--- config.mk ---
export PLATFORM = sky130hd
export DESIGN_NAME = request_budget_limiter
export DESIGN_NICKNAME = d
export VERILOG_FILES = /design/src/design/rbl_pkg.sv /design/src/design/request_budget_limiter.sv /design/src/design/rbl_eval.sv
export VERILOG_INCLUDE_DIRS = /design/src /design/src/design
export SDC_FILE = /design/constraint.sdc
export NUM_CORES = 2
export LEC_CHECK = 0
export BUFFER_PORTS_ARGS = -buffer_cell sky130_fd_sc_hd__buf_4
export CAP_MARGIN = 30
export CORE_MARGIN = 1.5
export CORE_UTILIZATION = 40
export DETAILED_ROUTE_END_ITERATION = 12
export PLACE_DENSITY_LB_ADDON = 0.12
export SLEW_MARGIN = 25
export SYNTH_ARGS = -nofsm -noshare
export SYNTH_HDL_FRONTEND = slang
export SYNTH_SLANG_ARGS = --single-unit
--- constraint.sdc ---
create_clock -name clk -period 11.38 [get_ports clk]
set_input_delay 2.276 -clock clk [delete_from_list [all_inputs] [get_ports clk]]
set_output_delay 2.276 -clock clk [all_outputs]
set_load 0.05 [all_outputs]
--- src/design/request_budget_limiter_defines.svh ---
// Assertion helpers used by request_budget_limiter.sv.
`ifndef REQUEST_BUDGET_LIMITER_DEFINES_SVH
`define REQUEST_BUDGET_LIMITER_DEFINES_SVH

// Checks that the consequent holds in the same cycle as the antecedent.
`define RBL_ASSERT_NOW(lbl, ante, cons) \
	lbl: assert property (@(posedge clk) disable iff (!arst_n) (ante) |-> (cons)) \
		else $error("request_budget_limiter: same-cycle check failed");

// Checks that the consequent holds in the cycle after the antecedent.
`define RBL_ASSERT_NEXT(lbl, ante, cons) \
	lbl: assert property (@(posedge clk) disable iff (!arst_n) (ante) |=> (cons)) \
		else $error("request_budget_limiter: next-cycle check failed");

`endif

--- src/design/rbl_pkg.sv ---
`default_nettype none

package rbl_pkg;

	localparam int unsigned BYTE_W  = 64;
	localparam int unsigned PAGE_W  = 32;
	localparam int unsigned TICK_W  = 63;
	localparam int unsigned CFG_IDX_W = 3;

	typedef enum logic [1:0] {
		ACT_RESULT  = 2'd0,
		ACT_ADAPTER = 2'd1,
		ACT_PAGES   = 2'd2,
		ACT_CHECK   = 2'd3
	} act_t;

	typedef enum logic [2:0] {
		ERR_OK            = 3'd0,
		ERR_CANCELLED     = 3'd1,
		ERR_DEADLINE      = 3'd2,
		ERR_RESULT_LIMIT  = 3'd3,
		ERR_ADAPTER_LIMIT = 3'd4,
		ERR_PAGE_LIMIT    = 3'd5,
		ERR_PAGE_SIZE     = 3'd6,
		ERR_OVERFLOW      = 3'd7
	} err_t;

	typedef enum logic [CFG_IDX_W-1:0] {
		CFG_MAX_RESULT_BYTES  = 3'd0,
		CFG_MAX_ADAPTER_BYTES = 3'd1,
		CFG_MAX_PAGE_BYTES    = 3'd2,
		CFG_MAX_PAGES         = 3'd3,
		CFG_MAX_ELAPSED_TICKS = 3'd4,
		CFG_START_TICK        = 3'd5
	} cfg_idx_t;

	typedef struct packed {
		act_t              action;
		logic [BYTE_W-1:0] amount;
		logic              cancel_flag;
		logic [TICK_W-1:0] now_tick;
	} req_t;

	typedef struct packed {
		err_t              error_code;
		logic [BYTE_W-1:0] expected_value;
		logic [BYTE_W-1:0] actual_value;
	} rsp_t;

	typedef struct packed {
		logic [BYTE_W-1:0] max_result_bytes;
		logic [BYTE_W-1:0] max_adapter_bytes;
		logic [BYTE_W-1:0] max_page_bytes;
		logic [PAGE_W-1:0] max_pages;
		logic [TICK_W-1:0] max_elapsed_ticks;
		logic [TICK_W-1:0] start_tick;
	} cfg_t;

	typedef struct packed {
		logic [BYTE_W-1:0] result_bytes;
		logic [BYTE_W-1:0] adapter_bytes;
		logic [PAGE_W-1:0] pages;
	} tot_t;

	typedef struct packed {
		logic              result_we;
		logic              adapter_we;
		logic              page_we;
		logic [BYTE_W-1:0] byte_sum;
		logic [PAGE_W-1:0] page_sum;
	} upd_t;

endpackage

`default_nettype wire

--- src/design/request_budget_limiter.sv ---
// Budget guard for one live request. Each item asks to reserve result bytes,
// adapter bytes or pages, or only to check the cancel flag and the deadline,
// and each item yields exactly one result with an error code and, on a limit
// or page-size failure, the limit and the attempted value. An item is
// registered on acceptance and evaluated in the following cycle; its result
// is registered once the output is free, so one item per cycle is sustained
// while rsp_ready holds; the result register stands between the two sides,
// so an item can be taken while the previous result still waits. The running
// totals update in the same cycle that an item's result is registered, so
// the next item sees them at once. The user must write registers through the
// plain write port only while no item is in flight; nothing enforces it.
`default_nettype none

module request_budget_limiter
	import rbl_pkg::*;
(
	input  logic                 clk,
	input  logic                 arst_n,
	input  logic                 req_valid,
	output logic                 req_ready,
	input  req_t                 req,
	output logic                 rsp_valid,
	input  logic                 rsp_ready,
	output rsp_t                 rsp,
	input  logic                 cfg_we,
	input  logic [CFG_IDX_W-1:0] cfg_index,
	input  logic [BYTE_W-1:0]    cfg_data
);

`include "request_budget_limiter_defines.svh"

	cfg_t cfg_q;
	tot_t tot_q;
	logic valid_s1;
	req_t item_s1;
	rsp_t eval_rsp;
	upd_t eval_upd;
	logic adv_s1;

	assign adv_s1    = valid_s1 && (!rsp_valid || rsp_ready);
	assign req_ready = !valid_s1 || adv_s1;

	always_ff @(posedge clk or negedge arst_n) begin
		if (!arst_n) begin
			cfg_q <= '0;
		end else if (cfg_we) begin
			case (cfg_index)
				CFG_MAX_RESULT_BYTES:  cfg_q.max_result_bytes  <= cfg_data;
				CFG_MAX_ADAPTER_BYTES: cfg_q.max_adapter_bytes <= cfg_data;
				CFG_MAX_PAGE_BYTES:    cfg_q.max_page_bytes    <= cfg_data;
				CFG_MAX_PAGES:         cfg_q.max_pages         <= cfg_data[PAGE_W-1:0];
				CFG_MAX_ELAPSED_TICKS: cfg_q.max_elapsed_ticks <= cfg_data[TICK_W-1:0];
				CFG_START_TICK:        cfg_q.start_tick        <= cfg_data[TICK_W-1:0];
				default: begin
				end
			endcase
		end
	end

	always_ff @(posedge clk or negedge arst_n) begin
		if (!arst_n) begin
			valid_s1 <= 1'b0;
		end else if (req_ready) begin
			valid_s1 <= req_valid;
		end
	end

	always_ff @(posedge clk) begin
		if (req_ready && req_valid) begin
			item_s1 <= req;
		end
	end

	rbl_eval u_eval (
		.item (item_s1),
		.cfg  (cfg_q),
		.tot  (tot_q),
		.rsp  (eval_rsp),
		.upd  (eval_upd)
	);

	always_ff @(posedge clk or negedge arst_n) begin
		if (!arst_n) begin
			tot_q <= '0;
		end else if (adv_s1) begin
			if (eval_upd.result_we) begin
				tot_q.result_bytes <= eval_upd.byte_sum;
			end
			if (eval_upd.adapter_we) begin
				tot_q.adapter_bytes <= eval_upd.byte_sum;
			end
			if (eval_upd.page_we) begin
				tot_q.pages <= eval_upd.page_sum;
			end
		end
	end

	always_ff @(posedge clk or negedge arst_n) begin
		if (!arst_n) begin
			rsp_valid <= 1'b0;
		end else if (adv_s1) begin
			rsp_valid <= 1'b1;
		end else if (rsp_ready) begin
			rsp_valid <= 1'b0;
		end
	end

	always_ff @(posedge clk) begin
		if (adv_s1) begin
			rsp <= eval_rsp;
		end
	end

	`RBL_ASSERT_NEXT(a_totals_hold, !adv_s1, $stable(tot_q))
	`RBL_ASSERT_NEXT(a_fail_no_update, adv_s1 && (eval_rsp.error_code != ERR_OK),
		$stable(tot_q))
	`RBL_ASSERT_NEXT(a_pages_in_limit, adv_s1 && eval_upd.page_we,
		tot_q.pages <= cfg_q.max_pages)
	`RBL_ASSERT_NOW(a_stall_blocks_input, valid_s1 && rsp_valid && !rsp_ready, !req_ready)
	`RBL_ASSERT_NOW(a_gate_codes_zero,
		rsp_valid && ((rsp.error_code == ERR_OK) || (rsp.error_code == ERR_CANCELLED) ||
		(rsp.error_code == ERR_DEADLINE)),
		(rsp.expected_value == '0) && (rsp.actual_value == '0))

endmodule

`default_nettype wire

--- src/design/rbl_eval.sv ---
`default_nettype none

module rbl_eval
	import rbl_pkg::*;
(
	input  req_t item,
	input  cfg_t cfg,
	input  tot_t tot,
	output rsp_t rsp,
	output upd_t upd
);

	logic [TICK_W:0]   deadline_sum;
	logic [TICK_W-1:0] deadline;
	logic              late;
	logic [BYTE_W-1:0] byte_total;
	logic [BYTE_W-1:0] byte_limit;
	logic [BYTE_W:0]   byte_sum;
	logic [PAGE_W:0]   page_sum;
	err_t              limit_code;

	assign deadline_sum = {1'b0, cfg.start_tick} + {1'b0, cfg.max_elapsed_ticks};
	assign deadline     = deadline_sum[TICK_W] ? {TICK_W{1'b1}} : deadline_sum[TICK_W-1:0];
	assign late         = (item.now_tick < cfg.start_tick) || (item.now_tick > deadline);

	assign byte_total = (item.action == ACT_ADAPTER) ? tot.adapter_bytes : tot.result_bytes;
	assign byte_limit = (item.action == ACT_ADAPTER) ? cfg.max_adapter_bytes
	                                                 : cfg.max_result_bytes;
	assign limit_code = (item.action == ACT_ADAPTER) ? ERR_ADAPTER_LIMIT : ERR_RESULT_LIMIT;
	assign byte_sum   = {1'b0, byte_total} + {1'b0, item.amount};
	assign page_sum   = {1'b0, tot.pages} + {1'b0, item.amount[PAGE_W-1:0]};

	always_comb begin
		rsp.error_code     = ERR_OK;
		rsp.expected_value = '0;
		rsp.actual_value   = '0;
		upd.result_we      = 1'b0;
		upd.adapter_we     = 1'b0;
		upd.page_we        = 1'b0;
		upd.byte_sum       = byte_sum[BYTE_W-1:0];
		upd.page_sum       = page_sum[PAGE_W-1:0];
		if ((item.action == ACT_ADAPTER) && (item.amount > cfg.max_page_bytes)) begin
			rsp.error_code     = ERR_PAGE_SIZE;
			rsp.expected_value = cfg.max_page_bytes;
			rsp.actual_value   = item.amount;
		end else if (item.cancel_flag) begin
			rsp.error_code = ERR_CANCELLED;
		end else if (late) begin
			rsp.error_code = ERR_DEADLINE;
		end else begin
			case (item.action)
				ACT_RESULT, ACT_ADAPTER: begin
					if (byte_sum[BYTE_W]) begin
						rsp.error_code     = ERR_OVERFLOW;
						rsp.expected_value = byte_total;
						rsp.actual_value   = item.amount;
					end else if (byte_sum[BYTE_W-1:0] > byte_limit) begin
						rsp.error_code     = limit_code;
						rsp.expected_value = byte_limit;
						rsp.actual_value   = byte_sum[BYTE_W-1:0];
					end else begin
						upd.result_we  = (item.action == ACT_RESULT);
						upd.adapter_we = (item.action == ACT_ADAPTER);
					end
				end
				ACT_PAGES: begin
					if (page_sum > {1'b0, cfg.max_pages}) begin
						rsp.error_code     = ERR_PAGE_LIMIT;
						rsp.expected_value = {{(BYTE_W-PAGE_W){1'b0}}, cfg.max_pages};
						rsp.actual_value   = {{(BYTE_W-PAGE_W-1){1'b0}}, page_sum};
					end else begin
						upd.page_we = 1'b1;
					end
				end
				default: begin
				end
			endcase
		end
	end

endmodule

`default_nettype wire
Word level (Yosys, flattened, before mapping)
Cells that the tools add are included.
W data, S select, Z words.

storage, ports and cells
  register bits after elaboration = 773

cells by class
  $add $sub $neg = 3
  reductions and logical operators = 21
  magnitude comparators = 5
  multiplexer cells = 23
  eq/ne operators = 7

operator list
  cell                  number
  $mux W131             3
  $mux W128             3
  $pmux W131 S2         1
  $gt A64 B64 Y1        2
  $mux W64              2
  $add A64 B64 Y65      1
  $add A63 B63 Y64      1
  $gt A63 B63 Y1        1
  $lt A63 B63 Y1        1
  $mux W63              1
  $add A32 B32 Y33      1
  $gt A33 B32 Y1        1
  $mux W3               6
  $reduce_and A2 Y1     9
  $eq A3 B2 Y1 const B  2
  $eq A3 B3 Y1 const B  2
  $mux W2               3
  $mux W1               4
  $eq A3 B1 Y1 const B  1
  $logic_and A1 B1 Y1   3
  $logic_not A3 Y1      1
  $logic_or A1 B1 Y1    3
  $eq A2 B1 Y1 const B  1
  $eq A2 B2 Y1 const B  1
  other kinds (4)       5

Longest topological paths before layout
  word-level depth = 11
  mapped depth = 33

By module
A second synthesis with hierarchy kept.

second synthesis, totals
  cells, all modules = 4281
  area, all modules = 46861.2 um^2

modules (own cells, without submodules)
  module                  area each (um^2)  instances  cells each  sequential area each (um^2)
  request_budget_limiter  27033.4           1          1354        20649.8
  rbl_eval                19827.8           1          2927        0.0

Worst setup path after synthesis
Ideal clock, no wire load.

  path kind = register -> register
  start = reg item_s1[129] (netlist name)
  end = reg tot_q[85] (netlist name)
  path buffers = 7
  library setup time = 0.125 ns
  cell stages (with the launch flop) = 32
  slack = 4.209 ns
  data required time = 11.255 ns
  data arrival time = 7.047 ns
  path through = edfxtp_1 clkbuf_1 nor2b_1 clkbuf_1 buf_1 clkbuf_1 nand2_1 nand2_1 ha_1 buf_4 o21a_1 nor2_1 o21ai_0 or4b_2 a31oi_4 o21ai_2 or4b_1 nand2_1 xor2_1 ha_1 nand4_1 or4_1 nor2_1 nand4_1 a31o_1 a2111oi_4 o22ai_2 nor4b_2 o211ai_1 buf_2 buf_2 mux2_2

RTL lines
  item                    RTL line                      RTL
  start, declared         request_budget_limiter.sv:35  req_t item_s1;
  start signal, assigned  request_budget_limiter.sv:70  item_s1 <= req;
  end, declared           request_budget_limiter.sv:33  tot_t tot_q;

==> impl_metrics.yaml <==
status:
  status: "completed"
logic_synthesis:
  ys_seq_elements: 773
  synth_top_cells_by_area: "dfrtp_1 (27%), edfxtp_1 (17%), ha_1 (12%), mux2_2 (8.7%), nand2_1 (4.3%)"
  most_common_library_cells_after_synthesis: "nand2_1 (537), dfrtp_1 (512), ha_1 (444), mux2_2 (360), o21ai_0 (284)"
  synthMostInstantiatedCell: "nand2_1"
  seq_area_frac_synth: 0.4421
  synth-main-ff-cell: "dfrtp_1"
  synthDistinctLibCells: 94
  synth_area_sq_um: 46700
  synth_async_sr_flop_share: 0.6624
  post_synth_inst_count: 4505
  synth_top_cell_area_share: 0.2743
  synth.avg_cell_area_sq_um: 10.37
  ys_warn_count: 0
  postSynthNetCount: 5154
  post-synth-top-area-cell: "dfrtp_1"
  synth-edff-count: 261
clocking:
  tritoncts.num_buffers: 92
  cts.repair_timing.setup_buffer_count: 0
  cts_tree: "done"
  numClockSinks: 773
  cts-hold-fix-buffers: 0
  clock_pin_slew_of_the_registers_on_the_worst_case_setup_and_hold_paths_ns: 0.06
  cts_buffer_depth: 3
  cts-root-buf: "clkbuf_16"
  cts-resized-gates: 0
  htree_levels: 3
  insertion_delay_ns: 0.68
setup_path:
  critPathKind: "flip-flop to flip-flop"
  cp_data_arrival_time_ns: 9.99
  start_kind: "flip-flop"
  critPathCaptureType: "flip-flop"
  timing.critical_path.required_ns: 11.93
  critical_path_peak_fanout: 39
job:
  timing.max_cap.violations: 0
cells_and_area:
  filler_cell_count: 11030
  final-seq-area_sq_um: 20650
  areaGrowthSynthToFinish_pct: 16.10
  final_net_count: 5444
  final_layout_size_suffix_gt1_frac: 0.1964
  multi_input_comb_area_sq_um: 24330
grt:
  grt_pass1_vias: 35160
  grt_pass1_wl_mm: 228.0
  global_route.overflow_total: 0
  grt_antenna_before_repair: 10
  grt_max_degree: 166
  grt_use_total: 0.2568
detailed_routing:
  route.detailed.drc: 0
  routed-via-count: 36090
  post_detailed_route_count_of_antenna_violating_nets: 0
  via_count_normalized_by_instance_count: 5.640
  drt_pre_antenna_iters: 8
  post_drt_wl_per_cell_um: 24.18
  wl_mm: 154.7
  detailedRoute.firstIterationViolations: 2791
die:
  initial_core_util: 0.4025
  die_span_in_x_um: 344.7
  io_pins: 335
  floorplan.core_area_sq_um: 116000
  die_h_um: 344.7
  num_rows: 125
  die_area_sq_um: 118800
placement:
  port-buffer-count: 334
  hpwlAfterDp_mm: 116.0
  place.gp.congestion: 0.9698
timing:
  minimum_clock_period_after_layout_ns: 9.438
  timing.final.hold_violations: 0
  slew_violations: 0
  totalNegativeSetupSlack_ns: 0
  rsz_0062_raised_after_global_routing: "false"
  max_clock_freq_ghz: 0.1060
  worst-slew-pin-transition_ns: 1.052
  worst_clock_skew_ns: 0.02230
  relSlewSlack: 0.2989
  hold_slack_ns: 0.4806
  share_of_the_cycle_needed_by_the_critical_path_after_routing: 0.8293
  report.final.setup_viol: 0
pwr:
  peakVddDrop_mv: 0.1947
  power.density_cell_area_nw_per_um2: 253.6
  cellLeakagePower_nw: 25.09
hold_path:
  hold_class: "flip-flop to flip-flop"
power by group:
part	leakage (nW)	internal, W	switching (W)
logic	14.6	0.00250	0.00414
registers	8.94	0.00355	0.000406
clock network	1.58	0.00190	0.00126
total	25.1	0.00795	0.00580
metrics by stage:
stage	total power (W)	setup slack [ns]	instances	instance area [sq um]	utilization
after floorplan	0.008517	4.209	4505	46700	-
after global placement	0.01049	2.252	6212	50720	0.4370
after detailed placement	0.01055	2.025	6219	50840	0.4381
after CTS	0.01377	1.993	6391	54080	0.4660
after global routing	0.01469	1.594	6398	54220	0.4672
final	0.01375	1.942	6399	54230	0.4673
kinds of logic after synthesis:
logic type,share of synthesized area
AO/OA/AOI/OAI,0.1558
XOR/XNOR,0.02623
adder cells (fa/ha/maj),0.1202
buffers and inverters,0.03901
flip-flops,0.4421
multiplexers,0.1103
AND/OR/NAND/NOR,0.1063
per-layer routing:
layer,GRT usage,share of wire
met5,0,0.000052
met4,0.06832,0.027
met3,0.04046,0.061
met2,0.3901,0.44
met1,0.3786,0.47
path summary, 6_finish.rpt:
check / cells after the start / to / slack, ns / start
min in group asynchronous: 1 / cfg_q[79] / 1.52 / arst_n
max: 25 / rsp[59] / 1.94 / item_s1[129]
max in group asynchronous: 3 / cfg_q[57] / 7.82 / arst_n
min reg2reg: 2 / tot_q[108] / 0.48 / tot_q[108]
max reg2reg: 25 / rsp[59] / 1.94 / item_s1[129]
min: 2 / tot_q[108] / 0.48 / tot_q[108]
area by class of cell:
type	instances	area share
Antenna cell	2	0.00009230
Clock buffer	125	0.04929
Clock inverter	47	0.01038
Inverter	259	0.01802
Multi-Input combinational cell	3279	0.4486
Sequential cell	773	0.3808
Tap cell	1524	0.03516
Timing Repair Buffer	390	0.05762
critical path: stages, from the launching register on:
cell and delay (ns):
edfxtp_1 0.58, nand2b_2 0.69, buf_4 0.64, nand2_1 0.13, nand2_1 0.11, ha_1 0.23
nand2_1 0.11, o21ai_0 0.19, or4b_2 0.64, a31oi_4 0.28, o21ai_2 0.14, or4b_1 0.59
nand2_1 0.14, xor2_1 0.32, ha_1 0.22, nand4_1 0.16, or4_1 0.47, nor2_1 0.15
nand4_1 0.28, a31o_1 0.33, a2111oi_4 0.40, o22ai_4 0.11, or4_1 0.86, nor2_2 0.85
buf_4 0.39, a22o_1 0.19
state kept, by name (all words and copies together), names as in the netlist:
signal	cells
cfg_q	350
tot_q	160
rsp	131
item_s1	130
rsp_valid	1
valid_s1	1
placed cells by master, fill, tap and decap left out, types with 15 or more instances in the layout:
cell | synthesis | final
dfrtp_1 | 512 | 512
or3_1 | 15 | 15
nor4_1 | 17 | 17
ha_1 | 444 | 444
o21ai_0 | 284 | 284
o211ai_1 | 34 | 34
clkbuf_16 | 0 | 97
mux2i_1 | 96 | 96
and3_1 | 19 | 19
nor3_1 | 41 | 40
clkinv_2 | 0 | 15
a22o_1 | 23 | 23
o21bai_1 | 37 | 37
o21ai_1 | 37 | 36
xor2_1 | 55 | 55
a31oi_1 | 19 | 19
buf_4 | 8 | 373
a211oi_1 | 23 | 23
o21a_1 | 33 | 33
nand4_1 | 87 | 87
nor2b_1 | 23 | 21
a21oi_1 | 259 | 259
edfxtp_1 | 261 | 261
xnor2_1 | 83 | 83
a221oi_1 | 17 | 17
a22oi_1 | 46 | 46
nand2b_1 | 25 | 24
a21o_1 | 180 | 180
mux2_2 | 360 | 360
nor2_1 | 237 | 235
nand3_1 | 49 | 48
nand2_1 | 537 | 537
inv_1 | 258 | 257
No activity file was read; power rests on OpenSTA's default activity.
